File: config.mk
export PLATFORM = sky130hd
export DESIGN_NAME = dds_tuning_word_keypad_loader
export DESIGN_NICKNAME = d
export VERILOG_FILES = /design/src/rtl/core/dtwkl_pkg.sv /design/src/rtl/core/dds_tuning_word_keypad_loader.sv
export VERILOG_INCLUDE_DIRS = /design/src /design/src/rtl/core
export SDC_FILE = /design/constraint.sdc
export NUM_CORES = 1
export LEC_CHECK = 0
export BUFFER_PORTS_ARGS = -buffer_cell sky130_fd_sc_hd__buf_2
export CAP_MARGIN = 20
export CORE_ASPECT_RATIO = 1.1
export CORE_MARGIN = 3
export CORE_UTILIZATION = 58
export DETAILED_ROUTE_END_ITERATION = 8
export PLACE_DENSITY = 0.84
export SLEW_MARGIN = 20
export SYNTH_ARGS = -nofsm -noshare
export SYNTH_HDL_FRONTEND = slang
export SYNTH_SLANG_ARGS = --single-unit
File: constraint.sdc
create_clock -name clk -period 9.6 [get_ports clk]
set_clock_uncertainty 0.1 [all_clocks]
set_input_delay 0.48 -clock clk [delete_from_list [all_inputs] [get_ports clk]]
set_output_delay 0.48 -clock clk [all_outputs]
set_load 0.005 [all_outputs]
File: src/rtl/core/dds_tuning_word_keypad_loader_defines.svh
// Assertion macros shared by the keypad loader RTL.
// Depends on nothing; included by the modules that carry assertions.
`ifndef DDS_TUNING_WORD_KEYPAD_LOADER_DEFINES_SVH
`define DDS_TUNING_WORD_KEYPAD_LOADER_DEFINES_SVH

// Same-cycle implication, disabled while reset is asserted.
`define DTWKL_ASSERT_IMPL(label, clk, rst_n, ante, cons) \
	label: assert property (@(posedge clk) disable iff (!(rst_n)) (ante) |-> (cons)) \
		else $error("keypad loader check failed");

// Next-cycle implication, disabled while reset is asserted.
`define DTWKL_ASSERT_NEXT(label, clk, rst_n, ante, cons) \
	label: assert property (@(posedge clk) disable iff (!(rst_n)) (ante) |=> (cons)) \
		else $error("keypad loader check failed");

`endif

File: src/rtl/core/dtwkl_pkg.sv
// Types, constants and the key decode function of the keypad loader.
// Depends on nothing; used by dds_tuning_word_keypad_loader.
package dtwkl_pkg;

	localparam int KEY_W     = 5;
	localparam int REF_W     = 27;
	localparam int DISPLAY_W = 10;
	localparam int BYTE_W    = 8;
	localparam int WORD_W    = 32;
	localparam int MULT_W    = 20;

	localparam logic [KEY_W-1:0] KEY_START = 5'd1;
	localparam logic [KEY_W-1:0] KEY_SCALE = 5'd2;

	localparam logic [1:0] SCALE_HZ  = 2'd0;
	localparam logic [1:0] SCALE_KHZ = 2'd1;
	localparam logic [1:0] SCALE_MHZ = 2'd2;

	localparam logic [MULT_W-1:0] MULT_KHZ = 20'd1000;
	localparam logic [MULT_W-1:0] MULT_MHZ = 20'd1000000;

	localparam logic [REF_W-1:0] REF_CLOCK_RESET = 27'd125000000;

	typedef struct packed {
		logic       valid;
		logic [3:0] value;
	} digit_t;

	// Keypad matrix code to decimal digit.
	function automatic digit_t map_digit(input logic [KEY_W-1:0] code);
		digit_t d;
		d.valid = 1'b1;
		case (code)
			5'd13:   d.value = 4'd1;
			5'd16:   d.value = 4'd2;
			5'd14:   d.value = 4'd3;
			5'd9:    d.value = 4'd4;
			5'd12:   d.value = 4'd5;
			5'd10:   d.value = 4'd6;
			5'd5:    d.value = 4'd7;
			5'd8:    d.value = 4'd8;
			5'd6:    d.value = 4'd9;
			5'd4:    d.value = 4'd0;
			default: begin
				d.valid = 1'b0;
				d.value = 4'd0;
			end
		endcase
		return d;
	endfunction

endpackage

File: src/rtl/core/dds_tuning_word_keypad_loader.sv
// Keypad loader top: decimal entry, unit scale and DDS tuning word; needs dtwkl_pkg and defines.
// A start key runs multiply, compare, 33 divide steps and the output register; a word clamped early
// skips the divide. Keys are taken one at a time: the input stays closed until the last result
// of a key enters the output register, and a stalled result transfer keeps it closed longer.
// Reset (arst_n low, asynchronous) clears the entry, selects Hz and a 125000000 Hz ref clock.
`include "dds_tuning_word_keypad_loader_defines.svh"

module dds_tuning_word_keypad_loader #(
	parameter int DIGIT_COUNT = 3
) (
	input  logic                        clk,
	input  logic                        arst_n,
	// Configuration: reference clock in hertz.
	input  logic                        cfg_we,
	input  logic [dtwkl_pkg::REF_W-1:0] cfg_wdata,
	// Key input. tdata bits: [4:0] key_code, [7:5] zero.
	input  logic                        s_tvalid,
	output logic                        s_tready,
	input  logic [7:0]                  s_tdata,
	// Results. tdata bits: [9:0] display_value, [11:10] scale_sel,
	// [19:12] load_byte, [20] saturated, [23:21] zero.
	output logic                        m_tvalid,
	input  logic                        m_tready,
	output logic [23:0]                 m_tdata,
	output logic                        m_tuser, // kind: 0 display, 1 load byte
	output logic                        m_tlast
);
	import dtwkl_pkg::*;

	// Widths that follow from the number of digits.
	localparam int VAL_W = $clog2(10 ** DIGIT_COUNT);
	localparam int F_W   = VAL_W + MULT_W;
	localparam int IDX_W = (DIGIT_COUNT > 1) ? $clog2(DIGIT_COUNT) : 1;
	localparam int DIV_STEPS = WORD_W + 1;
	localparam int DCNT_W = $clog2(DIV_STEPS);

	typedef enum logic [2:0] {
		ST_IDLE,
		ST_ACCUM,
		ST_DISP,
		ST_MUL,
		ST_CMP,
		ST_DIV,
		ST_EMIT
	} state_t;

	state_t state_q;

	// Architectural state.
	logic [3:0]       digits_q [DIGIT_COUNT];
	logic [1:0]       scale_q;
	logic [REF_W-1:0] ref_q;
	logic [VAL_W-1:0] val_q;    // decimal value of the entry, kept current

	// Sequencer and datapath registers.
	logic [IDX_W-1:0]  dig_cnt_q;
	logic [DCNT_W-1:0] div_cnt_q;
	logic [F_W-1:0]    f_q;
	logic [REF_W:0]    rem_q;
	logic [WORD_W:0]   div_bits_q;  // low numerator bits, shifted out MSB first
	logic [WORD_W-1:0] quo_q;
	logic [WORD_W-1:0] word_q;
	logic              sat_q;
	logic [2:0]        byte_cnt_q;

	// Output register.
	logic                 m_valid_q;
	logic [DISPLAY_W-1:0] o_disp_q;
	logic [1:0]           o_scale_q;
	logic [BYTE_W-1:0]    o_byte_q;
	logic                 o_sat_q;
	logic                 o_kind_q;
	logic                 o_last_q;

	logic [KEY_W-1:0]  key;
	digit_t            key_digit;
	logic              in_xfer;
	logic              out_free;
	logic              out_load;
	logic [VAL_W+3:0]  acc_wide;
	logic [MULT_W-1:0] scale_mult;
	logic [F_W-1:0]    product;
	logic [REF_W+1:0]  trial;
	logic [REF_W+1:0]  divisor;
	logic [REF_W+1:0]  diff;
	logic              trial_ge;
	logic [BYTE_W-1:0] emit_byte;

	assign key       = s_tdata[KEY_W-1:0];
	assign key_digit = map_digit(key);
	assign s_tready  = (state_q == ST_IDLE);
	assign in_xfer   = s_tvalid && s_tready;
	assign out_free  = !m_valid_q || m_tready;
	// A new result enters the output register in this cycle.
	assign out_load  = out_free && (state_q == ST_DISP || state_q == ST_EMIT);

	// Horner step of the entry value: val * 10 + digit, most significant digit first.
	assign acc_wide = {1'b0, val_q, 3'b000} + {3'b000, val_q, 1'b0}
		+ (VAL_W + 4)'(digits_q[dig_cnt_q]);

	always_comb begin
		case (scale_q)
			SCALE_KHZ: scale_mult = MULT_KHZ;
			SCALE_MHZ: scale_mult = MULT_MHZ;
			default:   scale_mult = MULT_W'(1);
		endcase
	end

	assign product = F_W'(val_q) * F_W'(scale_mult);

	// Restoring divide step. The numerator is f*2^33 + ref and the divisor 2*ref;
	// since f < ref the remainder starts as f and 33 low bits remain to shift in.
	assign trial    = {rem_q, div_bits_q[WORD_W]};
	assign divisor  = {1'b0, ref_q, 1'b0};
	assign trial_ge = (trial >= divisor);
	assign diff     = trial - divisor;

	// Load sequence: a zero control byte, then the word MSB first.
	always_comb begin
		case (byte_cnt_q)
			3'd1:    emit_byte = word_q[31:24];
			3'd2:    emit_byte = word_q[23:16];
			3'd3:    emit_byte = word_q[15:8];
			3'd4:    emit_byte = word_q[7:0];
			default: emit_byte = '0;
		endcase
	end

	always_ff @(posedge clk or negedge arst_n) begin
		if (!arst_n) begin
			state_q    <= ST_IDLE;
			for (int i = 0; i < DIGIT_COUNT; i++) begin
				digits_q[i] <= 4'd0;
			end
			scale_q    <= SCALE_HZ;
			ref_q      <= REF_CLOCK_RESET;
			val_q      <= '0;
			dig_cnt_q  <= '0;
			div_cnt_q  <= '0;
			f_q        <= '0;
			rem_q      <= '0;
			div_bits_q <= '0;
			quo_q      <= '0;
			word_q     <= '0;
			sat_q      <= 1'b0;
			byte_cnt_q <= '0;
			m_valid_q  <= 1'b0;
			o_disp_q   <= '0;
			o_scale_q  <= '0;
			o_byte_q   <= '0;
			o_sat_q    <= 1'b0;
			o_kind_q   <= 1'b0;
			o_last_q   <= 1'b0;
		end else begin
			if (cfg_we) begin
				ref_q <= cfg_wdata;
			end
			if (out_load) begin
				m_valid_q <= 1'b1;
			end else if (m_tready) begin
				m_valid_q <= 1'b0;
			end

			case (state_q)
				ST_IDLE: begin
					if (in_xfer) begin
						if (key == KEY_SCALE) begin
							scale_q <= (scale_q == SCALE_MHZ) ? SCALE_HZ : scale_q + 2'd1;
							state_q <= ST_DISP;
						end else if (key == KEY_START) begin
							state_q <= ST_MUL;
						end else if (key_digit.valid) begin
							for (int i = DIGIT_COUNT - 1; i > 0; i--) begin
								digits_q[i] <= digits_q[i-1];
							end
							digits_q[0] <= key_digit.value;
							val_q       <= '0;
							dig_cnt_q   <= IDX_W'(DIGIT_COUNT - 1);
							state_q     <= ST_ACCUM;
						end
					end
				end
				ST_ACCUM: begin
					val_q <= acc_wide[VAL_W-1:0];
					if (dig_cnt_q == '0) begin
						state_q <= ST_DISP;
					end else begin
						dig_cnt_q <= dig_cnt_q - IDX_W'(1);
					end
				end
				ST_DISP: begin
					if (out_free) begin
						o_kind_q  <= 1'b0;
						o_disp_q  <= DISPLAY_W'(val_q);
						o_scale_q <= scale_q;
						o_byte_q  <= '0;
						o_sat_q   <= 1'b0;
						o_last_q  <= 1'b1;
						state_q   <= ST_IDLE;
					end
				end
				ST_MUL: begin
					f_q     <= product;
					state_q <= ST_CMP;
				end
				ST_CMP: begin
					byte_cnt_q <= '0;
					if (f_q >= F_W'(ref_q)) begin
						word_q  <= '1;
						sat_q   <= 1'b1;
						state_q <= ST_EMIT;
					end else begin
						rem_q      <= {1'b0, f_q[REF_W-1:0]};
						div_bits_q <= (WORD_W + 1)'(ref_q);
						quo_q      <= '0;
						div_cnt_q  <= DCNT_W'(DIV_STEPS - 1);
						state_q    <= ST_DIV;
					end
				end
				ST_DIV: begin
					rem_q      <= trial_ge ? diff[REF_W:0] : trial[REF_W:0];
					div_bits_q <= {div_bits_q[WORD_W-1:0], 1'b0};
					quo_q      <= {quo_q[WORD_W-2:0], trial_ge};
					if (div_cnt_q == '0) begin
						// The quotient has 33 bits; its top bit is the MSB of quo_q
						// here, and a set top bit means the word overflowed.
						if (quo_q[WORD_W-1]) begin
							word_q <= '1;
							sat_q  <= 1'b1;
						end else begin
							word_q <= {quo_q[WORD_W-2:0], trial_ge};
						end
						state_q <= ST_EMIT;
					end else begin
						div_cnt_q <= div_cnt_q - DCNT_W'(1);
					end
				end
				ST_EMIT: begin
					if (out_free) begin
						o_kind_q  <= 1'b1;
						o_disp_q  <= DISPLAY_W'(val_q);
						o_scale_q <= scale_q;
						o_byte_q  <= emit_byte;
						o_sat_q   <= sat_q;
						o_last_q  <= (byte_cnt_q == 3'd4);
						if (byte_cnt_q == 3'd4) begin
							sat_q   <= 1'b0;
							state_q <= ST_IDLE;
						end else begin
							byte_cnt_q <= byte_cnt_q + 3'd1;
						end
					end
				end
				default: state_q <= ST_IDLE;
			endcase
		end
	end

	assign m_tvalid = m_valid_q;
	assign m_tdata  = {3'b000, o_sat_q, o_byte_q, o_scale_q, o_disp_q};
	assign m_tuser  = o_kind_q;
	assign m_tlast  = o_last_q;

	// A display update is always the only result of its key.
	`DTWKL_ASSERT_IMPL(a_disp_is_last, clk, arst_n, m_tvalid && !m_tuser, m_tlast)
	// The clamp flag only ever rides on load bytes.
	`DTWKL_ASSERT_IMPL(a_sat_on_load, clk, arst_n, m_tvalid && m_tdata[20], m_tuser)
	// A start key keeps the input closed while the word is worked out.
	`DTWKL_ASSERT_NEXT(a_start_busy, clk, arst_n,
		s_tvalid && s_tready && s_tdata[KEY_W-1:0] == KEY_START, !s_tready)
	// The unit scale never leaves Hz, kHz and MHz.
	`DTWKL_ASSERT_IMPL(a_scale_range, clk, arst_n, m_tvalid, m_tdata[11:10] != 2'd3)

endmodule
Word-level counts from Yosys, hierarchy flattened
Index checks and enable logic that the tools add are counted.
{"block": "word_totals", "reg_bits": 245, "latchBits": 0, "mem_bits_rw": 0, "mem_bits_ro": 0, "output_inout_bits": 28, "elab_cells": 170, "n_memories": 0}
{"block": "op_classes", "add_sub_neg": 7, "n_mul": 1, "n_div": 0, "n_lt_le_gt_ge": 3, "eq_ne": 40, "shift": 0, "mux": 65, "n_bitwise": 3, "n_reduce_logical": 28}
{"operator": "$mux 32", "n": 4}
{"operator": "$pmux 32 s2", "n": 2}
{"operator": "$pmux 33 s2", "n": 1}
{"operator": "$mux 28", "n": 2}
{"operator": "$pmux 28 s2", "n": 1}
{"operator": "$mux 10", "n": 4}
{"operator": "$pmux 20 s2", "n": 1}
{"operator": "$pmux 4 s9", "n": 1}
{"operator": "$mux 3", "n": 11}
{"operator": "$mux 33", "n": 1}
{"operator": "$pmux 8 s4", "n": 1}
{"operator": "$eq 5x4->1 const B", "n": 6}
{"operator": "$ge 30x27->1", "n": 1}
{"operator": "$mul 10x20->30", "n": 1}
{"operator": "$ge 29x28->1", "n": 1}
{"operator": "$sub 28x28->28", "n": 1}
{"operator": "$ne 2x2->1 const B", "n": 12}
{"operator": "$pmux 3 s7", "n": 1}
{"operator": "$pmux 10 s2", "n": 1}
{"operator": "$mux 8", "n": 2}
{"operator": "$pmux 8 s2", "n": 1}
{"operator": "$eq 5x3->1 const B", "n": 3}
{"operator": "$reduce_and 3->1", "n": 5}
{"operator": "$mux 2", "n": 7}
{"operator": "other kinds (42)", "n": 76}

Logic depth before layout (Yosys ltp)
{"block": "depth", "word_depth": 8, "ltp_mapped": 25, "mapped_depth_nobuf": 24}

Least setup slack after synthesis
No wires, ideal clock.
{"block": "synth_timing", "kind": "register to register", "start": "register scale_q[0]", "end": "register f_q[27]", "setup_time_ns": 0.136, "arrival_time_ns": 5.377, "required_ns": 9.364, "setup_slack_ns": 3.988, "path_stages_with_launch": 24, "n_path_buf": 1, "period_less_slack_ns": 5.612, "path_cell_list": "dfrtp_1 -> inv_1 -> ha_1 -> clkbuf_1 -> and2_1 -> inv_1 -> fa_1 -> inv_1 -> fa_1 -> fa_1 -> inv_1 -> fa_1 -> inv_1 -> fa_1 -> ha_1 -> a21o_1 -> a21o_1 -> a21o_1 -> a41oi_1 -> o21ai_0 -> a21oi_1 -> o21ai_0 -> xnor2_1 -> o21ai_0"}
{"block": "synth_via", "elab_chain_cells": 3, "word_cells_on_any_way": 4, "cone_classes": "mul (1); eq/ne (2); mux (1)"}
{"element": "start: declaration", "line_no": "dds_tuning_word_keypad_loader.sv:51", "rtl": "logic [1:0] scale_q;"}
{"element": "start signal: assignment", "line_no": "dds_tuning_word_keypad_loader.sv:168", "rtl": "scale_q <= (scale_q == SCALE_MHZ) ? SCALE_HZ : scale_q + 2'd1;"}
{"element": "$eq 2x2->1 or $eq 2x1->1 (tied branches)", "line_no": "dds_tuning_word_keypad_loader.sv:102", "rtl": "case (scale_q)"}
{"element": "$pmux 20 s2 *", "line_no": "dds_tuning_word_keypad_loader.sv:102"}
{"element": "$mul 10x20->30 *", "line_no": "dds_tuning_word_keypad_loader.sv:109", "rtl": "assign product = F_W'(val_q) * F_W'(scale_mult);"}
{"element": "end signal: assignment", "line_no": "dds_tuning_word_keypad_loader.sv:203", "rtl": "f_q <= product;"}
{"element": "end: declaration", "line_no": "dds_tuning_word_keypad_loader.sv:58", "rtl": "logic [F_W-1:0] f_q;"}
Mark *: on every way between the ends. The rest lies on a longest branch, timed or not.
A chain may end at the register's enable or synchronous reset.

Final worst setup path
{"block": "layout_timing", "start": "register scale_q[0]", "end": "register f_q[26]"}
The elaborated chain is that of the path after synthesis.

==> reports/results.ini <==
[global_route]
antenna_found_initial = 0
overflow = 0
grt_pass1_wl_um = 64270
track_usage_pct = 24.27
first_global_vias = 13573
grt_max_degree = 103

[yosys]
synth-edff-count = 0
yosysSeqAreaShare_pct = 35.92
synth_top_cell_by_area = dfrtp_1
synth.distinct_cells = 68
postSynth.asyncResetShare_pct = 100.0
yosysWarnings = 0
syn_area_per_cell_um2 = 9.121
synth_area_mm2 = 0.01711
synth_top_area_share_pct = 33.93
synth_ff_type = dfrtp_1
synth_seq_cells = 245
syn_inst = 1876
synth_area_leaders = dfrtp_1 34%, ha_1 13%, fa_1 7.4%

[layout]
layout-drive-gt1-share_pct = 8.586
layout_commonest_cell = nand2_1
diodes = 0
postLayoutCoreUtil_pct = 64.07
fin_nets = 2175
syn2layout_area_growth_pct = 8.095
layout_common_cells = 286 x nand2_1, 232 x dfrtp_1, 181 x ha_1, 168 x inv_1, 156 x o21ai_0
fill_cells = 2222
final_cells = 2278

[route]
wl_per_cell_um = 17.03
via_per_inst = 5.940
drt_iter0_drc = 1156
detail-route-antenna-nets = 0
first_pass_iters = 6
drc = 0
routed_wl_um = 38800
num_vias = 13531

[setup_path]
cp-end-kind = register
crit_path_max_fanout = 20
worstReg2RegStart = scale_q[0]
crit_required_ns = 9.89
cp_slowest_stage_delay_ns = 0.66
cp-start-kind = register
timing.rr.end = f_q[26]
critical_path.most_common_cell = fa_1
crit_arrival_ns = 6.68
reg2reg_slack_ns = 3.21
path_class = reg2reg
r2r_cells = 20
path_cells = inv_1 > ha_1 > and2_1 > fa_1 > ha_1 > fa_1 > fa_1 > inv_1 > fa_1 > inv_1 > ha_1 > o21a_1 > o21a_1 > nand3_1 > o21ai_0 > a311oi_1 > o32ai_1 > a21oi_1 > xor2_1 > o21ai_0
critPathTopFamily = adder cells
crit_buf_inv = 3
cp_slowest_cell = ha_1

[hold_path]
worstHoldPathType = in2reg
hp-start = cfg_wdata[23]
min_path_cells = 3
worst_hold_path.endpoint = ref_q[23]

[power_and_ir_drop]
switchingPower_uw = 2022
p_seq_share_pct = 33.3
combPwrFrac_pct = 45.5
clkPwrFrac_pct = 21.2
switching_share_pct = 41.78
leakage_uw = 0.009641
p_int_uw = 2817
ir_drop_mv = 0.1489
power_density_mw_per_mm2 = 261.6

[timing]
fmax_mhz = 156.5
rsz0062_at_grt = no
setup_tns_ns = 0
fin_crit_sh_pct = 66.57
worstMarginPinSlew_ns = 1.014
max_slew_margin_pct = 32.40
hold_violations = 0
setup-violations-final = 0
drv_slew = 0
fin_ws_ns = 3.209
period_minus_slack_ns = 6.391
hold_ws_ns = 0.06196

[clock_tree]
clock-sinks = 245
cts_made_buffers = 26
clock_latency_ns = 0.54
clkSlewWorstSetupHoldPaths_ns = 0.06
ctsResizeCount = 0
clock_path_buffers = 3
cts_tree = built
htree_num_levels = 1
clock-root-buffer = clkbuf_16
post_cts_buffers = 0

[die]
fp.dieW_um = 169.8
io_pins = 68
rows = 65
start_util_pct = 59.27
coreArea_mm2 = 0.02887
die_area_mm2 = 0.03160
die_h_um = 186.1

[place]
dpl_worst_slack_ns = 3.290
hpwlAfterDp_um = 27430
portBuffers = 61
place_congestion = 0.9065
place_inst = 2229

[flow_run]
max_cap_viol_count = 0

[run_status]
outcome = complete, no violations

[final cells by class]
type / instances / area (um^2) / area share [%]
multi-input cells: 1376 / 9975 / 53.93
clock inverters: 10 / 120.1 / 0.6494
clock buffers: 37 / 752.0 / 4.065
flip-flops and latches: 245 / 6147 / 33.23
well taps: 368 / 460.4 / 2.489
inverters: 170 / 638.1 / 3.450
repair buffers: 72 / 404.1 / 2.185
[power by group through the flow]
stage               logic (uW)  registers, uW  clock network, uW
floorplan                 1720           1520                  0
global placement          2050           1590                  0
detailed placement        2150           1610                  0
CTS                       2180           1600               1040
global route              2480           1650               1090
finish                    2200           1610               1030
[tightest hold or removal path, stage by stage]
cell     delay, ns
buf_2         0.07
nand2_1       0.04
o21ai_0       0.06
[sequential cells by signal, indices dropped and copies added, names as in the netlist]
register and count:
m_tvalid 1, f_q 30, div_cnt_q 6, o_sat_q 1, quo_q 32, digits_q 12
state_q 3, div_bits_q 33, word_q 32, rem_q 28, sat_q 1, byte_cnt_q 3
m_tlast 1, o_byte_q 8, scale_q 2, ref_q 27, val_q 10, o_scale_q 2
o_disp_q 10, dig_cnt_q 2, m_tuser 1
[worst max path at each step]
stage	from	to	slack, ns	depth (start not counted)
floorplan	scale_q[0]	f_q[27]	3.99	23
global placement	scale_q[0]	f_q[26]	3.44	20
detailed placement	scale_q[0]	f_q[24]	3.29	20
CTS	scale_q[0]	f_q[24]	3.25	20
global route	scale_q[0]	f_q[26]	2.84	20
finish	scale_q[0]	f_q[26]	3.21	20
[cells by family after synthesis]
| family | Yosys count | synth area share (%) |
|---|---|---|
| simple gates | 544 | 13.81 |
| xor+xnor | 59 | 3.020 |
| compound gates | 470 | 17.05 |
| other cells | 1 | 0.02192 |
| flops | 245 | 35.92 |
| buf+inv | 257 | 6.098 |
| mux | 56 | 3.466 |
| fa+ha+maj | 244 | 20.61 |
[repair_timing]
action / in CTS / in global routing
hold endpoints to repair: 100 / 0
hold buffers: 1 / 0
endpoints found under the setup margin: 0 / 0
[Yosys cell counts (5+ instances only)]
cell type  instances
nand2_1          286
dfrtp_1          232
ha_1             181
inv_1            168
o21ai_0          156
nor2_1           116
a21oi_1          110
clkbuf_1          65
fa_1              63
a21o_1            45
a22oi_1           43
xnor2_1           34
mux2i_1           30
nor3_1            27
mux2_2            26
xor2_1            25
and2_1            22
a211oi_1          21
nand3_1           20
nor2b_1           18
dfstp_2           13
nand2b_1          13
a31oi_1           12
o21a_1            12
a22o_1            11
buf_2             11
nor4_1             9
and3_1             8
o21bai_1           7
o31ai_1            7
nand4_1            6
a211o_1            5
o211a_1            5
[stage by stage]
step                total power (uW)  instance area (um^2)
floorplan                       3240                 17120
global placement                3643                 17600
detailed placement              3761                 17600
CTS                             4826                 18480
global route                    5214                 18500
finish                          4839                 18500
[per-layer routing]
metal  up-vias  routed length, um  GRT usage, %
met3        88               1840         3.107
met2       405              19100         42.41
met5         -                  0             0
met1      6603              16770         31.76
li1       6435                  -             -
met4         0               1077         7.624
Power figures use the tool's default switching activity.
